==> config.mk <==
export PLATFORM = sky130hd
export DESIGN_NAME = last_change_source_merge
export DESIGN_NICKNAME = d
export VERILOG_FILES = /design/src/rtl/lcsm_pkg.sv /design/src/rtl/lcsm_core.sv /design/src/rtl/lcsm_emit.sv /design/src/rtl/last_change_source_merge.sv
export SDC_FILE = /design/constraint.sdc
export NUM_CORES = 1
export LEC_CHECK = 0
export BUFFER_PORTS_ARGS = -buffer_cell sky130_fd_sc_hd__buf_2
export CAP_MARGIN = 10
export CORE_ASPECT_RATIO = 0.8
export CORE_MARGIN = 1.5
export CORE_UTILIZATION = 38
export DETAILED_ROUTE_END_ITERATION = 8
export HOLD_SLACK_MARGIN = 0.03
export SLEW_MARGIN = 30
export SYNTH_ARGS = -nofsm -noshare
export SYNTH_HDL_FRONTEND = slang
export SYNTH_HIERARCHICAL = 1
export SYNTH_SLANG_ARGS = --single-unit
==> constraint.sdc <==
create_clock -name clk -period 8.6 [get_ports clk]
set_input_delay 1.72 -clock clk [delete_from_list [all_inputs] [get_ports clk]]
set_output_delay 1.72 -clock clk [all_outputs]
set_load 0.05 [all_outputs]
==> src/rtl/lcsm_pkg.sv <==
// Shared types and constants for the last-change source merge block.
package lcsm_pkg;

  localparam int FRAME_BYTES = 8;
  localparam int DIMMER_PERIOD_DEF = 64;
  localparam int DIMMER_FRAME_BYTES_DEF = 17;

  localparam logic [15:0] FRAME_GAP_RESET = 16'd10;
  localparam logic [7:0] LEVEL_RESET = 8'h9f;

  localparam logic [2:0] CMD_TICK = 3'd0;
  localparam logic [2:0] CMD_LINK_A = 3'd1;
  localparam logic [2:0] CMD_LINK_B = 3'd2;
  localparam logic [2:0] CMD_PC_SET = 3'd3;
  localparam logic [2:0] CMD_PC_QUERY = 3'd4;

  localparam logic [1:0] KIND_DIMMER = 2'd0;
  localparam logic [1:0] KIND_SET = 2'd1;
  localparam logic [1:0] KIND_QUERY = 2'd2;

  localparam logic [7:0] REPLY_SET = 8'd1;
  localparam logic [7:0] REPLY_QUERY = 8'd2;

  localparam logic [1:0] SRC_PC = 2'd2;

  typedef struct packed {
    logic       valid;
    logic [1:0] kind;
    logic [7:0] cold;
    logic [7:0] warm;
    logic [1:0] act;
  } desc_t;

endpackage

==> src/rtl/lcsm_core.sv <==
// Input register, link framing, level merge and tick counting.
module lcsm_core import lcsm_pkg::*; #(
  parameter int DIMMER_PERIOD = DIMMER_PERIOD_DEF
) (
  input  logic        clk,
  input  logic        rst,
  input  logic        in_valid,
  output logic        in_ready,
  input  logic [2:0]  cmd,
  input  logic [7:0]  data_byte,
  input  logic [7:0]  cold,
  input  logic [7:0]  warm,
  input  logic [7:0]  bra,
  input  logic        cfg_we,
  input  logic [15:0] cfg_data,
  input  logic        room,
  output desc_t       desc
);

  localparam int PW = $clog2(DIMMER_PERIOD);
  localparam logic [PW-1:0] PHASE_LAST = PW'(DIMMER_PERIOD - 1);

  logic        hv;
  logic [2:0]  hcmd;
  logic [7:0]  hdata;
  logic [7:0]  hcold;
  logic [7:0]  hwarm;
  logic [7:0]  hbra;

  logic [15:0] frame_gap;
  logic [15:0] tick_count;
  logic [PW-1:0] phase;
  logic [15:0] last_byte_tick [2];
  logic [3:0]  frame_fill [2];
  logic [7:0]  frame_store [16];
  logic [7:0]  cold_level [3];
  logic [7:0]  warm_level [3];
  logic [7:0]  bra_level [3];
  logic [1:0]  active_source;

  logic        is_tick;
  logic        is_link;
  logic        is_set;
  logic        is_query;
  logic        link;
  logic [15:0] tick_next;
  logic [PW-1:0] phase_next;
  logic        dim;
  logic        produce;
  logic        fire;
  logic [15:0] gap;
  logic [3:0]  fill_eff;
  logic        can_store;
  logic [3:0]  fill_new;
  logic        frame_done;
  logic        mrg_en;
  logic [1:0]  msrc;
  logic [7:0]  mc;
  logic [7:0]  mw;
  logic [7:0]  mb;
  logic        changed;
  logic [1:0]  act_src;

  assign is_tick = (hcmd == CMD_TICK);
  assign is_link = (hcmd == CMD_LINK_A) || (hcmd == CMD_LINK_B);
  assign is_set = (hcmd == CMD_PC_SET);
  assign is_query = (hcmd == CMD_PC_QUERY);
  assign link = (hcmd == CMD_LINK_B);

  assign tick_next = tick_count + 16'd1;
  assign phase_next = (tick_next == 16'd0 || phase == PHASE_LAST) ? '0 : phase + PW'(1);
  assign dim = (phase_next == PHASE_LAST);

  assign produce = is_set || is_query || (is_tick && dim);
  assign fire = hv && (!produce || room);
  assign in_ready = !hv || fire;

  assign gap = tick_count - last_byte_tick[link];
  assign fill_eff = (gap >= frame_gap) ? 4'd0 : frame_fill[link];
  assign can_store = (fill_eff < 4'(FRAME_BYTES));
  assign fill_new = fill_eff + 4'd1;
  assign frame_done = can_store && (fill_new == 4'(FRAME_BYTES)) &&
                      (frame_store[{link, 3'd0}] == 8'd0);

  always_comb begin
    mrg_en = 1'b0;
    msrc = SRC_PC;
    mc = hcold;
    mw = hwarm;
    mb = hbra;
    if (is_set) begin
      mrg_en = 1'b1;
    end else if (is_link && frame_done) begin
      mrg_en = 1'b1;
      msrc = {1'b0, link};
      mc = frame_store[{link, 3'd3}];
      mw = frame_store[{link, 3'd4}];
      mb = hdata;
    end
  end

  assign changed = (cold_level[msrc] != mc) || (warm_level[msrc] != mw) ||
                   (bra_level[msrc] != mb);
  assign act_src = (active_source == 2'd3) ? SRC_PC : active_source;

  always_comb begin
    desc.valid = fire && produce;
    desc.kind = is_set ? KIND_SET : (is_query ? KIND_QUERY : KIND_DIMMER);
    desc.cold = cold_level[act_src];
    desc.warm = warm_level[act_src];
    desc.act = active_source;
  end

  always_ff @(posedge clk) begin
    if (in_valid && in_ready) begin
      hcmd <= cmd;
      hdata <= data_byte;
      hcold <= cold;
      hwarm <= warm;
      hbra <= bra;
    end
    if (rst) begin
      hv <= 1'b0;
    end else if (in_valid && in_ready) begin
      hv <= 1'b1;
    end else if (fire) begin
      hv <= 1'b0;
    end
  end

  always_ff @(posedge clk) begin
    if (rst) begin
      frame_gap <= FRAME_GAP_RESET;
    end else if (cfg_we) begin
      frame_gap <= cfg_data;
    end
  end

  always_ff @(posedge clk) begin
    if (rst) begin
      tick_count <= '0;
      phase <= '0;
      last_byte_tick[0] <= '0;
      last_byte_tick[1] <= '0;
      frame_fill[0] <= '0;
      frame_fill[1] <= '0;
      for (int i = 0; i < 16; i++) begin
        frame_store[i] <= 8'hff;
      end
      cold_level[0] <= LEVEL_RESET;
      cold_level[1] <= '0;
      cold_level[2] <= '0;
      warm_level[0] <= LEVEL_RESET;
      warm_level[1] <= '0;
      warm_level[2] <= '0;
      bra_level[0] <= '0;
      bra_level[1] <= '0;
      bra_level[2] <= '0;
      active_source <= '0;
    end else if (fire) begin
      if (is_tick) begin
        tick_count <= tick_next;
        phase <= phase_next;
      end
      if (is_link) begin
        last_byte_tick[link] <= tick_count;
        frame_fill[link] <= can_store ? fill_new : fill_eff;
        if (can_store) begin
          frame_store[{link, fill_eff[2:0]}] <= hdata;
        end
      end
      if (mrg_en && changed) begin
        cold_level[msrc] <= mc;
        warm_level[msrc] <= mw;
        bra_level[msrc] <= mb;
        active_source <= msrc;
      end
    end
  end

endmodule

==> src/rtl/lcsm_emit.sv <==
// Result serializer: expands one reply or dimmer descriptor into output words.
module lcsm_emit import lcsm_pkg::*; #(
  parameter int DIMMER_FRAME_BYTES = DIMMER_FRAME_BYTES_DEF
) (
  input  logic       clk,
  input  logic       rst,
  input  desc_t      desc,
  output logic       room,
  output logic       out_valid,
  input  logic       out_ready,
  output logic       port,
  output logic [7:0] out_byte,
  output logic       last
);

  localparam int IW = $clog2(DIMMER_FRAME_BYTES);
  localparam logic [IW-1:0] DIM_LAST = IW'(DIMMER_FRAME_BYTES - 1);

  logic          busy;
  logic [1:0]    kind;
  logic [7:0]    lvl_cold;
  logic [7:0]    lvl_warm;
  logic [1:0]    act;
  logic [IW-1:0] idx;

  logic          load;
  logic [7:0]    val;
  logic          final_word;

  assign load = busy && (!out_valid || out_ready);
  assign room = !busy || (load && final_word);

  always_comb begin
    val = '0;
    final_word = 1'b0;
    case (kind)
      KIND_SET: begin
        val = (idx == '0) ? REPLY_SET : 8'd0;
        final_word = (idx == IW'(1));
      end
      KIND_QUERY: begin
        if (idx == '0) begin
          val = REPLY_QUERY;
        end else if (idx == IW'(2)) begin
          val = {6'd0, act};
        end
        final_word = (idx == IW'(2));
      end
      default: begin
        if (idx == IW'(1)) begin
          val = lvl_cold;
        end else if (idx == IW'(2)) begin
          val = lvl_warm;
        end
        final_word = (idx == DIM_LAST);
      end
    endcase
  end

  always_ff @(posedge clk) begin
    if (desc.valid) begin
      kind <= desc.kind;
      lvl_cold <= desc.cold;
      lvl_warm <= desc.warm;
      act <= desc.act;
    end
    if (load) begin
      port <= (kind != KIND_DIMMER);
      out_byte <= val;
      last <= final_word;
    end
    if (rst) begin
      busy <= 1'b0;
      idx <= '0;
      out_valid <= 1'b0;
    end else begin
      if (load) begin
        out_valid <= 1'b1;
      end else if (out_ready) begin
        out_valid <= 1'b0;
      end
      if (desc.valid) begin
        busy <= 1'b1;
        idx <= '0;
      end else begin
        if (load) begin
          idx <= idx + IW'(1);
        end
        if (load && final_word) begin
          busy <= 1'b0;
        end
      end
    end
  end

endmodule

==> src/rtl/last_change_source_merge.sv <==
// Top level of the last-change source merge block.
// Usage:
//   Input channel (in_valid/in_ready) takes one command word per cycle unless
//   stalled: tick, a switch link A or B byte, a pc set with levels or a pc query.
//   Output channel (out_valid/out_ready) gives one byte per word with its
//   port (0 dimmer, 1 pc reply) and last on the closing byte of a frame.
//   cfg_we/cfg_data write the idle gap, in ticks, that restarts a link frame.
// Order: a command lands in the input register and is applied from there; the
//   serializer registers its descriptor and then registers its first result byte.
// Throughput: one command per cycle when it yields no bytes. A pc set gives
//   2 bytes, a query 3 and a dimmer tick DIMMER_FRAME_BYTES; the serializer
//   emits one byte per cycle while out_ready allows, so a producing command
//   waits in the input register until the previous frame is on its last byte.
// Reset: levels return to their defaults, frames and tick count clear, the
//   gap returns to 10 ticks and both channels go empty.
// Stall: a held output byte stays put, the serializer and then the input
//   register fill, and in_ready drops; commands that yield nothing still
//   pass while the serializer is busy.
module last_change_source_merge import lcsm_pkg::*; #(
  parameter int DIMMER_PERIOD = DIMMER_PERIOD_DEF,
  parameter int DIMMER_FRAME_BYTES = DIMMER_FRAME_BYTES_DEF
) (
  input  logic        clk,
  input  logic        rst,
  input  logic        in_valid,
  output logic        in_ready,
  input  logic [2:0]  cmd,
  input  logic [7:0]  data_byte,
  input  logic [7:0]  cold,
  input  logic [7:0]  warm,
  input  logic [7:0]  bra,
  output logic        out_valid,
  input  logic        out_ready,
  output logic        port,
  output logic [7:0]  out_byte,
  output logic        last,
  input  logic        cfg_we,
  input  logic [15:0] cfg_data
);

  desc_t desc;
  logic  room;

  lcsm_core #(
    .DIMMER_PERIOD(DIMMER_PERIOD)
  ) u_core (
    .clk(clk),
    .rst(rst),
    .in_valid(in_valid),
    .in_ready(in_ready),
    .cmd(cmd),
    .data_byte(data_byte),
    .cold(cold),
    .warm(warm),
    .bra(bra),
    .cfg_we(cfg_we),
    .cfg_data(cfg_data),
    .room(room),
    .desc(desc)
  );

  lcsm_emit #(
    .DIMMER_FRAME_BYTES(DIMMER_FRAME_BYTES)
  ) u_emit (
    .clk(clk),
    .rst(rst),
    .desc(desc),
    .room(room),
    .out_valid(out_valid),
    .out_ready(out_ready),
    .port(port),
    .out_byte(out_byte),
    .last(last)
  );

  a_reset_empty: assert property (@(posedge clk) rst |=> !out_valid && in_ready)
    else $error("channels not empty after reset");

  a_reply_tail: assert property (@(posedge clk) disable iff (rst)
    out_valid && port && last |-> out_byte <= 8'd2)
    else $error("pc reply ends in a byte above the source range");

  a_desc_room: assert property (@(posedge clk) disable iff (rst)
    desc.valid |=> ##1 out_valid)
    else $error("descriptor taken without a word following");

endmodule
==> flow_metrics.py, run 1 <==
metrics = {
    "timing": {
        "skew_ns": 0.0131,
        "rsz0062_at_grt": "false",
        "maxSlewHeadroom": 0.415,
        "timing.final.crit_share": 0.848,
        "tightest_slew_ns": 0.874,
        "finalHoldViolCount": 0,
        "holdWs_ns": 0.477,
        "fin_crit_ns": 7.29,
        "setup_tns_ns": 0,
        "setup_viol": 0,
        "slew_violations": 0,
        "max_freq_ghz": 0.137,
    },
    "clock_tree": {
        "cts_setup_buffers": 0,
        "cts_made_buffers": 31,
        "cts.sinks": 273,
        "clockBufferDepth": 3,
        "clock_latency_ns": 0.57,
        "path_clk_slew_ns": 0.06,
        "tritoncts": "done",
        "cts_hold_buf": 0,
        "ctsResizeCount": 0,
        "cts_root_buffer": "clkbuf_16",
        "htree_levels": 1,
    },
    "synthesis": {
        "synth_adder_area_share": 0.0408,
        "syn_area_per_cell_sq_um": 11.2,
        "synth-compound-area-share": 0.0842,
        "synth_edf_count": 225,
        "synth-simple-area-share": 0.193,
        "synth_top_family_by_area": "simple AND/OR/NAND/NOR gates",
        "ys_async_sr_fraction": 0,
        "synth_ff_type": "edfxtp_1",
        "synth_cell_types": 85,
        "synth_seq_cells": 273,
        "synth_xor_area_frac": 0.0383,
        "ys_seq_area_frac": 0.553,
        "syn_area_sq_um": 14000,
        "yosysWarningCount": 6,
        "syn-num-nets": 1345,
        "synthMuxAreaShare": 0.0544,
        "syn_inst": 1244,
    },
    "pwr": {
        "p_leak_nw": 5.70,
        "ir_worst_vdd_mv": 0.169,
        "p_clk_frac": 0.439,
        "powerDensity_nw_per_um2": 193,
        "seqPwrFrac": 0.493,
        "total_power_mw": 3.05,
        "power_frac_comb": 0.068,
        "p_sw_mw": 0.694,
        "p_int_mw": 2.36,
        "swShare": 0.227,
    },
    "global_route": {
        "grt_max_degree": 50,
        "grt_pass1_vias": 9418,
        "antenna_found_initial": 0,
        "overflow": 0,
        "grt_first_pass_wirelength_microns": 55500,
        "grt.total_usage": 0.188,
    },
    "floorplanning": {
        "initial_core_util": 0.387,
        "rows": 62,
        "core-area_sq_um": 36100,
        "die-area_sq_um": 37900,
        "io_pins": 68,
        "die_h_microns": 174,
        "die_w_microns": 217,
    },
    "critical_path": {
        "r2r_cells": 24,
        "cp-start-kind": "flop",
        "worstSetupPathType": "reg -> reg",
        "critPathLaunch": "u_core/hcmd[2]",
        "crit_fanout": 24,
        "critPathCaptureType": "flop",
        "worstPathArrival_ns": 7.52,
        "required_ns": 8.82,
        "r2r-end": "u_core/cold_level[1][3]",
        "r2r_setup_slack_ns": 1.31,
        "regToRegStartpoint": "u_core/hcmd[2]",
    },
    "detailed_routing": {
        "drt_iter0_drc": 778,
        "wirelength_microns": 35500,
        "ant_nets": 0,
        "drt-pass1-iter-count": 7,
        "routed-via-count": 9723,
        "viasPerCell": 5.38,
        "drc": 0,
        "routedWlPerCell_microns": 19.7,
    },
    "worst_hold_path": {
        "hold_end": "u_core/phase[1]",
        "holdCritPathClass": "reg -> reg",
        "min-delay-start": "u_core/phase[1]",
        "min_path_cells": 2,
    },
    "final_layout": {
        "mostFrequentLayoutCell": "edfxtp_1",
        "drive_gt1_frac": 0.133,
        "syn2layout_area_growth_pct": 13.5,
        "num-fill-cells": 3350,
        "antennaDiodeCount": 0,
        "mostFrequentLayoutCells": "edfxtp_1, nand2_1, nor2_1",
        "utilization": 0.439,
        "layout.nets": 1403,
    },
    "placement": {
        "gp_congestion": 0.885,
        "dp_hpwl_microns": 25500,
        "portBuffers": 67,
    },
    "run_status": {
        "run_status": "complete, no violations",
    },
    "run": {
        "maxCapViolCount": 0,
    },
}
[per-layer routing]
metal / wire [microns] / share of wire / track usage
met5: 0 / 0 / 0
met4: 622 / 0.018 / 0.0370
met3: 2650 / 0.075 / 0.0462
met2: 14500 / 0.41 / 0.265
met1: 17700 / 0.50 / 0.288
[area by class of cell]
type	count	area (sq um)	share of cell area
clock buffer	42	857	0.0541
inverter	64	240	0.0152
multi-input combinational	848	5780	0.365
clock inverter	15	184	0.0116
timing repair buffer	84	463	0.0292
tap	480	601	0.0379
sequential	273	7720	0.487
[cells by family (layout without fill, tap and decap cells)]
family	Yosys count	after routing
simple gates	493	493
flops	273	273
compound gates	174	174
buf+inv	123	205
mux	75	75
xor+xnor	61	61
fa+ha+maj	45	45
[worst max-delay path, cell delays in order, from the launching register on]
cell	delay, ns
edfxtp_1	0.54
or3b_2	0.61
mux2i_1	0.29
ha_1	0.28
nor2b_1	0.14
o31a_1	0.27
nor4_1	0.28
o31ai_1	0.19
o211ai_1	0.18
a21boi_0	0.15
o21a_1	0.19
o211a_1	0.23
ha_1	0.31
a21oi_1	0.20
o21ai_0	0.21
nor2_1	0.32
nand2_1	0.15
inv_1	0.11
ha_1	0.27
nand2b_1	0.09
o41ai_2	0.40
nand2_2	0.32
or3_1	0.70
nand2_1	0.16
buf_4	0.35
[how the worst max path moves through the flow]
stage	slack, ns	endpoint	cells past startpoint
final	1.31	u_core/cold_level[1][3]	24
after global routing	0.66	u_core/cold_level[1][7]	26
after CTS	1.29	u_core/cold_level[1][3]	24
after detailed placement	1.36	u_core/cold_level[1][3]	24
after global placement	1.58	u_core/cold_level[1][3]	24
after floorplan	0.64	u_core/bra_level[0][0]	33
[Yosys cell counts (5+ instances only)]
cell type	instances	area (sq um)
o21ai_0	39	195
nor4_1	29	181
or2_1	6	37.5
nand3_1	31	155
or3_1	29	181
nor2_1	91	342
and2_1	65	407
clkbuf_1	35	131
and3_1	8	50.1
dfxtp_1	48	961
xor2_1	39	342
nand2b_1	29	181
or2_2	10	62.6
mux2_2	7	78.8
a21oi_1	40	200
inv_1	62	233
nor2b_1	18	113
o21a_1	8	60.1
o31ai_1	9	67.6
nand4_1	13	81.3
xnor2_1	22	193
edfxtp_1	225	6760
or4_1	7	52.6
ha_1	44	551
o22ai_1	7	43.8
a22oi_1	5	37.5
a31oi_1	7	43.8
buf_1	7	26.3
nor3_1	20	100
a21o_1	5	37.5
buf_2	10	50.1
nand2_1	103	387
mux2i_1	68	681
[power groups by stage]
stage	logic, mW	registers, mW	clock network, mW
2_1_floorplan	0.140	1.52	0
3_3_place_gp	0.202	1.53	0
3_5_place_dp	0.206	1.53	0
4_1_cts	0.207	1.51	1.37
5_1_grt	0.231	1.51	1.42
6_report	0.208	1.51	1.34
[state kept, by name (all words and copies together) (netlist names), 16 cells and up]
register / flops
u_core/frame_store: 48
u_core/tick_count: 16
u_core/warm_level: 24
u_core/frame_gap: 16
u_core/cold_level: 24
u_core/bra_level: 24
u_core/last_byte_tick: 32
[per-stage QoR]
step / cell area [sq um] / worst slack [ns] / instances
2_1_floorplan: 14000 / 0.644 / 1244
3_3_place_gp: 14800 / 1.58 / 1747
5_1_grt: 15800 / 0.663 / 1806
3_5_place_dp: 14800 / 1.36 / 1749
4_1_cts: 15800 / 1.29 / 1806
6_report: 15800 / 1.31 / 1806
No activity file was read; power rests on OpenSTA's default activity.
==> run 2: changes to the inputs <==
==> constraint.sdc (replaced) <==
create_clock -name clk -period 6.64 [get_ports clk]
set_input_delay 1.328 -clock clk [delete_from_list [all_inputs] [get_ports clk]]
set_output_delay 1.328 -clock clk [all_outputs]
set_load 0.05 [all_outputs]
==> flow_metrics.py, run 2 (synthesized netlist as in run 1, its figures left out) <==
metrics = {
    "run_status": {
        "run_status": "complete, no violations",
    },
    "final_layout": {
        "largest_reg_flops": 48,
        "utilization": 0.441,
        "reg.largest.list": "u_core/frame_store (48), u_core/last_byte_tick (32)",
        "drive_gt1_frac": 0.148,
        "antennaDiodeCount": 0,
        "num-fill-cells": 3393,
        "mostFrequentLayoutCells": "edfxtp_1, nand2_1, nor2_1",
        "layout.nets": 1411,
        "multi_input_area_sq_um": 5820,
        "regMostFlops": "u_core/frame_store",
        "syn2layout_area_growth_pct": 13.8,
        "regArea_sq_um": 7720,
        "mostFrequentLayoutCell": "edfxtp_1",
    },
    "critical_path": {
        "crit_fanout": 12,
        "r2r_setup_slack_ns": 0.47,
        "required_ns": 7.06,
        "cp-start-kind": "flop",
        "crit_cells": 25,
        "path_buf_inv": 3,
        "slowest_stage": "or4_1",
        "r2r-end": "u_core/cold_level[0][5]",
        "regToRegStartpoint": "u_core/hcmd[2]",
        "r2r_cells": 25,
        "max_stage_delay_ns": 0.66,
        "critPathTopFamily": "simple AND/OR/NAND/NOR gates",
        "critPathCaptureType": "flop",
        "worstSetupPathType": "reg -> reg",
        "worstPathArrival_ns": 6.59,
    },
    "worst_hold_path": {
        "holdCritPathClass": "reg -> reg",
        "min_path_cells": 2,
        "hold_end": "u_core/frame_gap[12]",
        "min-delay-start": "u_core/frame_gap[12]",
    },
    "placement": {
        "gp_congestion": 0.893,
        "portBuffers": 67,
        "dp_hpwl_microns": 25100,
    },
    "timing": {
        "skew_ns": 0.0158,
        "rsz0062_at_grt": "false",
        "setup_viol": 0,
        "max_freq_ghz": 0.162,
        "tightest_slew_ns": 0.758,
        "timing.final.crit_share": 0.929,
        "slew_violations": 0,
        "fin_crit_ns": 6.17,
        "setup_tns_ns": 0,
        "finalHoldViolCount": 0,
        "maxSlewHeadroom": 0.494,
    },
    "detailed_routing": {
        "drt_iter0_drc": 867,
        "routed-via-count": 9853,
        "ant_nets": 0,
        "drt-pass1-iter-count": 5,
        "wirelength_microns": 35500,
        "viasPerCell": 5.43,
        "routedWlPerCell_microns": 19.6,
        "drc": 0,
    },
    "floorplanning": {
        "die_h_microns": 174,
        "initial_core_util": 0.387,
        "core-area_sq_um": 36100,
        "rows": 62,
        "io_pins": 68,
        "die-area_sq_um": 37900,
        "die_w_microns": 217,
    },
    "clock_tree": {
        "cts.sinks": 273,
        "clockBufferDepth": 3,
        "tritoncts": "done",
        "cts_hold_buf": 0,
        "cts_made_buffers": 31,
        "path_clk_slew_ns": 0.06,
        "htree_levels": 1,
        "clock_latency_ns": 0.58,
        "cts_root_buffer": "clkbuf_16",
    },
    "pwr": {
        "p_leak_nw": 5.71,
        "ir_worst_vdd_mv": 0.197,
        "powerDensity_nw_per_um2": 244,
    },
    "global_route": {
        "grt.total_usage": 0.186,
        "grt_max_degree": 49,
        "grt_pass1_vias": 9173,
        "overflow": 0,
        "antenna_found_initial": 1,
        "grt_first_pass_wirelength_microns": 54800,
    },
    "run": {
        "maxCapViolCount": 0,
    },
}
-- run 2: cell count changes in the layout (fill, tap and decap cells not counted), sizes merged --
cell / before / now
clkinvlp: 2 / 4
clkbuf: 42 / 36
bufinv: 4 / 3
clkinv: 9 / 14
buf: 84 / 92
-- run 2: final cells by class --
| type | count | share of cell area |
|---|---|---|
| clock buffers | 36 | 0.0500 |
| clock inverters | 21 | 0.0124 |
| inverters | 64 | 0.0151 |
| multi-input cells | 848 | 0.366 |
| flip-flops and latches | 273 | 0.486 |
| well taps | 480 | 0.0378 |
| repair buffers | 92 | 0.0329 |
-- run 2: worst max path at each step --
stage / start / end / slack (ns)
global route: u_core/hcmd[2] / u_core/bra_level[1][4] / 0.06
finish: u_core/hcmd[2] / u_core/cold_level[0][5] / 0.47
global placement: u_core/hcmd[2] / u_core/cold_level[1][2] / 0.59
floorplan: u_core/hcmd[2] / u_core/bra_level[0][0] / 0.01
CTS: u_core/hcmd[2] / u_core/cold_level[1][3] / 0.38
detailed placement: u_core/hcmd[2] / u_core/cold_level[1][2] / 0.41
-- run 2: routing by layer --
layer / GRT usage / part of all wire / vias to the layer above
met5: 0 / 0 / -
met1: 0.290 / 0.49 / 4824
met2: 0.265 / 0.42 / 325
met4: 0.0359 / 0.015 / 0
met3: 0.0380 / 0.074 / 41
li1: - / - / 4663
-- run 2: stage by stage --
step	hold WS [ns]	cells	power, mW	area (sq um)	worst slack (ns)
after floorplan	0.406	1244	2.15	14000	0.0132
after global placement	0.462	1757	2.25	14900	0.592
after detailed placement	0.481	1757	2.25	14900	0.406
after CTS	0.489	1814	3.93	15900	0.377
after global routing	0.507	1814	4.03	15900	0.0582
final	0.493	1814	3.89	15900	0.472
-- run 2: worst register-to-register path: cells and delay by family (launching register included) --
family	cells	cell delay (ns)
simple gates	9	2.24
compound gates	9	1.91
fa+ha+maj	3	0.81
buf+inv	3	0.57
flops	1	0.37
mux	1	0.13
-- run 2: power by group --
group	switching, mW	internal (mW)	total [mW]
Clock	0.696	0.972	1.67
Sequential	0.0449	1.90	1.95
Combinational	0.170	0.100	0.270
-- run 2: repair_timing --
action,in CTS,in global routing
setup endpoints to repair,0,42
resized for setup,0,1
buffers inserted,0,0
